===== src/hw/rtl/ilrs_pkg.sv =====
package ilrs_pkg;

    // Sizes of the design.
    localparam int SPAN_LIMIT    = 256;
    localparam int PALETTE_DEPTH = 256;
    localparam int PAL_AW        = $clog2(PALETTE_DEPTH);
    localparam int SPAN_W        = $clog2(SPAN_LIMIT + 1);

    // Field widths.
    localparam int CMD_W   = 2;
    localparam int IDX_W   = 8;
    localparam int COLOR_W = 16;
    localparam int POS_W   = 16;
    localparam int SIZE_W  = 9;
    localparam int CFG_AW  = 3;
    localparam int CFG_DW  = 9;

    // Command codes.
    localparam logic [CMD_W-1:0] CMD_PAL_WRITE  = 2'd0;
    localparam logic [CMD_W-1:0] CMD_LINE_START = 2'd1;
    localparam logic [CMD_W-1:0] CMD_PIXEL      = 2'd2;

    // Configuration register indexes.
    localparam logic [CFG_AW-1:0] CFG_MAX_WIDTH   = 3'd0;
    localparam logic [CFG_AW-1:0] CFG_MAX_HEIGHT  = 3'd1;
    localparam logic [CFG_AW-1:0] CFG_TRANSP_IDX  = 3'd2;
    localparam logic [CFG_AW-1:0] CFG_BG_IDX      = 3'd3;
    localparam logic [CFG_AW-1:0] CFG_DISPOSAL    = 3'd4;
    localparam logic [CFG_AW-1:0] CFG_TRANSP_ON   = 3'd5;

    localparam logic [2:0]        DISPOSE_TO_BACKGROUND = 3'd2;
    localparam logic [SIZE_W-1:0] SIZE_DEFAULT          = 9'd240;
    localparam logic [SIZE_W-1:0] SIZE_MAX              = 9'd256;

    // Access request to the palette memory.
    typedef struct packed {
        logic               we;
        logic [PAL_AW-1:0]  waddr;
        logic [COLOR_W-1:0] wdata;
        logic               re;
        logic [PAL_AW-1:0]  raddr;
    } pal_req_t;

endpackage


===== src/hw/rtl/ilrs_palette.sv =====
module ilrs_palette
    import ilrs_pkg::*;
(
    input  logic               clk,
    input  pal_req_t           req,
    output logic [COLOR_W-1:0] rdata
);

    logic [COLOR_W-1:0] pal_mem [PALETTE_DEPTH];
    logic [COLOR_W-1:0] rdata_reg;

    // The read register holds its value while no read is issued, so a
    // result waiting downstream keeps its colour.
    always_ff @(posedge clk)
    begin
        if (req.we)
        begin
            pal_mem[req.waddr] <= req.wdata;
        end
        if (req.re)
        begin
            rdata_reg <= pal_mem[req.raddr];
        end
    end

    assign rdata = rdata_reg;

endmodule


===== config.mk =====
export PLATFORM = sky130hd
export DESIGN_NAME = ilrs_palette
export DESIGN_NICKNAME = d
export VERILOG_FILES = /design/src/hw/rtl/ilrs_pkg.sv /design/src/hw/rtl/ilrs_palette.sv
export SDC_FILE = /design/constraint.sdc
export NUM_CORES = 2
export LEC_CHECK = 0
export BUFFER_PORTS_ARGS = -buffer_cell sky130_fd_sc_hd__buf_2
export CAP_MARGIN = 20
export CELL_PAD_IN_SITES_DETAIL_PLACEMENT = 0
export CELL_PAD_IN_SITES_GLOBAL_PLACEMENT = 1
export CORE_ASPECT_RATIO = 1.25
export CORE_MARGIN = 2
export CORE_UTILIZATION = 50
export CTS_CLUSTER_SIZE = 20
export DETAILED_ROUTE_END_ITERATION = 10
export PLACE_DENSITY_LB_ADDON = 0.1
export SKIP_CTS_REPAIR_TIMING = 1
export SLEW_MARGIN = 30
export SYNTH_ARGS = -nofsm -noshare
export SYNTH_HDL_FRONTEND = slang
export SYNTH_SLANG_ARGS = --single-unit

===== constraint.sdc =====
create_clock -name clk -period 5 [get_ports clk]
set_clock_uncertainty 0.1 [all_clocks]
set_input_delay 1.25 -clock clk [delete_from_list [all_inputs] [get_ports clk]]
set_output_delay 1.25 -clock clk [all_outputs]
set_load 0.05 [all_outputs]

==> results.yml <==
run_status:
  status: "completed"
setup_path:
  path_delay_family: "buffers and inverters"
  cp.required_ns: 5.54
  path_max_fanout: 32
  cp_common_cell: "buf_4"
  cp.buffers_inverters: 5
  r2r_setup_slack_ns: 1.78
  slowest_stage: "o32ai_1"
  crit_chain: "buf_8 -> buf_12 -> buf_4 -> mux4_2 -> mux2_2 -> a22oi_1 -> buf_4 -> nand2_1 -> o32ai_1 -> buf_4 -> nor4_1"
  arrival_ns: 4.83
  end_kind: "register"
  crit_type: "in -> reg"
  max_stage_delay_ns: 0.78
  start_kind: "input pin"
route:
  drc: 0
  antenna_left: 0
  drt-initial-drc-count: 8677
  via_per_inst: 6.31
  wl_um: 440000
  num_vias: 79208
  wire_per_inst_um: 35.1
  firstDrtPassIters: 5
place:
  hpwl_um: 271000
  gp_congestion: 0.909
  dp_slack_ns: -0.248
  port-buffer-count: 50
die:
  die_y_um: 634
  io_pins: 51
  die_w_um: 508
  initial_core_util: 0.502
  rows: 231
  coreArea_sq_um: 316000
  dieArea_sq_um: 322000
synth:
  synthCells: 7360
  async_flop_share: 0
  synth.distinct_cells: 51
  yosysWarnings: 0
  syn_avg_cell_area_sq_um: 21.6
  synth_seq_area_share: 0.777
  synth_edf_count: 4112
  syn_area_sq_um: 159000
  yosys_most_used_dff: "edfxtp_1"
  synth_nets: 7395
  ys_ff_latch: 4112
clocking:
  clockRootBuffer: "clkbuf_16"
  clockBufferDepth: 4
  numCtsBuffers: 399
  cts_max_level: 5
  cts.clk_slew.worst_paths_ns: 0.06
  clk_latency_ns: 0.94
  cts.sinks: 4112
  tritoncts: "done"
sta:
  min_period_over_period: 0.857
  worstMarginPinSlew_ns: 0.997
  slew_viol_final: 0
  fmax_mhz: 233
  worst_slack_ns: 0.715
  hold_viol_final: 0
  fin_crit_ns: 4.28
  rsz0062_at_grt: "no"
  slew_headroom: 0.330
  setup_viol: 0
global_routing:
  overflow: 0
  met1_usage: 0.375
  grt_start_max_net_pins: 137
  grt_usage: 0.272
  grt_pass1_wl_um: 616000
  use_met2: 0.450
  grt_antenna_before_repair: 22
  grt_pass1_vias: 78942
  met3_usage: 0.0373
  grt.busiest_layer: "met2"
run:
  maxCapViolations: 0
layout:
  syn2layout_area_growth_pct: 13.8
  fill_cells: 23459
  fin_util: 0.571
  fin_nets: 8087
  layout_common_cells: "edfxtp_1 (4112), mux4_2 (797), buf_4 (611), mux2i_1 (565), clkbuf_16 (405)"
  largest_reg_flops: 4096
  drive_above_1_share: 0.274
  final_common_cell: "edfxtp_1"
power_and_ir_drop:
  power.density_nw_per_um2: 392
  fin_total_pwr_mw: 70.9
  ir_worst_vdd_uv: 292
  leakagePower_nw: 57.8
hold_path:
  hp-class: "in -> reg"
kinds of logic (layout without fill, tap and decap cells):
logic type | count (synthesis) | count (layout) | share of synthesized area
buf+inv | 456 | 1443 | 0.0169
flops | 4112 | 4112 | 0.777
other cells | 0 | 13 | 0
compound gates | 786 | 786 | 0.0353
simple gates | 556 | 556 | 0.0157
mux | 1450 | 1450 | 0.155
cell usage after synthesis (35+ instances only):
master / instances / area [sq um]
edfxtp_1: 4112 / 123000
mux4_2: 797 / 17900
mux2i_1: 565 / 5660
nor2_1: 304 / 1140
o221ai_1: 252 / 2210
clkbuf_1: 230 / 863
a21oi_1: 175 / 876
o22ai_1: 148 / 926
nor3_1: 92 / 460
mux2_2: 88 / 991
buf_6: 77 / 867
buf_2: 76 / 380
a22oi_1: 43 / 323
nand2_1: 38 / 143
o21ai_0: 37 / 185
nand3_1: 35 / 175
stage by stage:
| stage | hold slack (ns) | instance area (sq um) | setup TNS, ns | std cells |
|---|---|---|---|---|
| after floorplan | 0.873 | 159000 | 0 | 7360 |
| after global placement | 1.08 | 168000 | -0.983 | 11842 |
| after detailed placement | 1.11 | 168000 | -0.817 | 11843 |
| after CTS | 0.624 | 181000 | 0 | 12539 |
| after global routing | 0.578 | 181000 | 0 | 12548 |
| final | 0.621 | 181000 | 0 | 12554 |
final timing paths:
path	start	endpoint	cells past startpoint
setup / recovery	req[1]	rdata[5]	11
hold / removal	req[13]	pal_mem[23][4]	1
setup reg to reg	pal_mem[10][5]	rdata[5]	8
hold reg to reg	pal_mem[248][2]	rdata[2]	6
power breakdown:
part	internal, mW	total [mW]	leakage [nW]	switching [mW]
registers	38.0	38.1	37.0	0.0495
clock network	16.5	29.0	6.06	12.5
logic	1.32	3.78	14.8	2.46
area by class of cell:
class / instances / area (sq um) / share of cell area
Sequential cell: 4112 / 123000 / 0.683
Clock buffer: 468 / 10400 / 0.0573
Multi-Input combinational cell: 2792 / 33000 / 0.183
Antenna cell: 13 / 32.5 / 0.000180
Inverter: 4 / 27.5 / 0.000152
Clock inverter: 228 / 1980 / 0.0110
Tap cell: 4194 / 5250 / 0.0290
Timing Repair Buffer: 743 / 6700 / 0.0370
layer usage:
| metal | vias to the layer above | part of all wire |
|---|---|---|
| met4 | 12 | 0.037 |
| met3 | 578 | 0.064 |
| met2 | 3101 | 0.50 |
| li1 | 32676 | - |
| met5 | - | 0.00016 |
| met1 | 42841 | 0.40 |
Note: power is estimated with default switching activity, not from simulation.
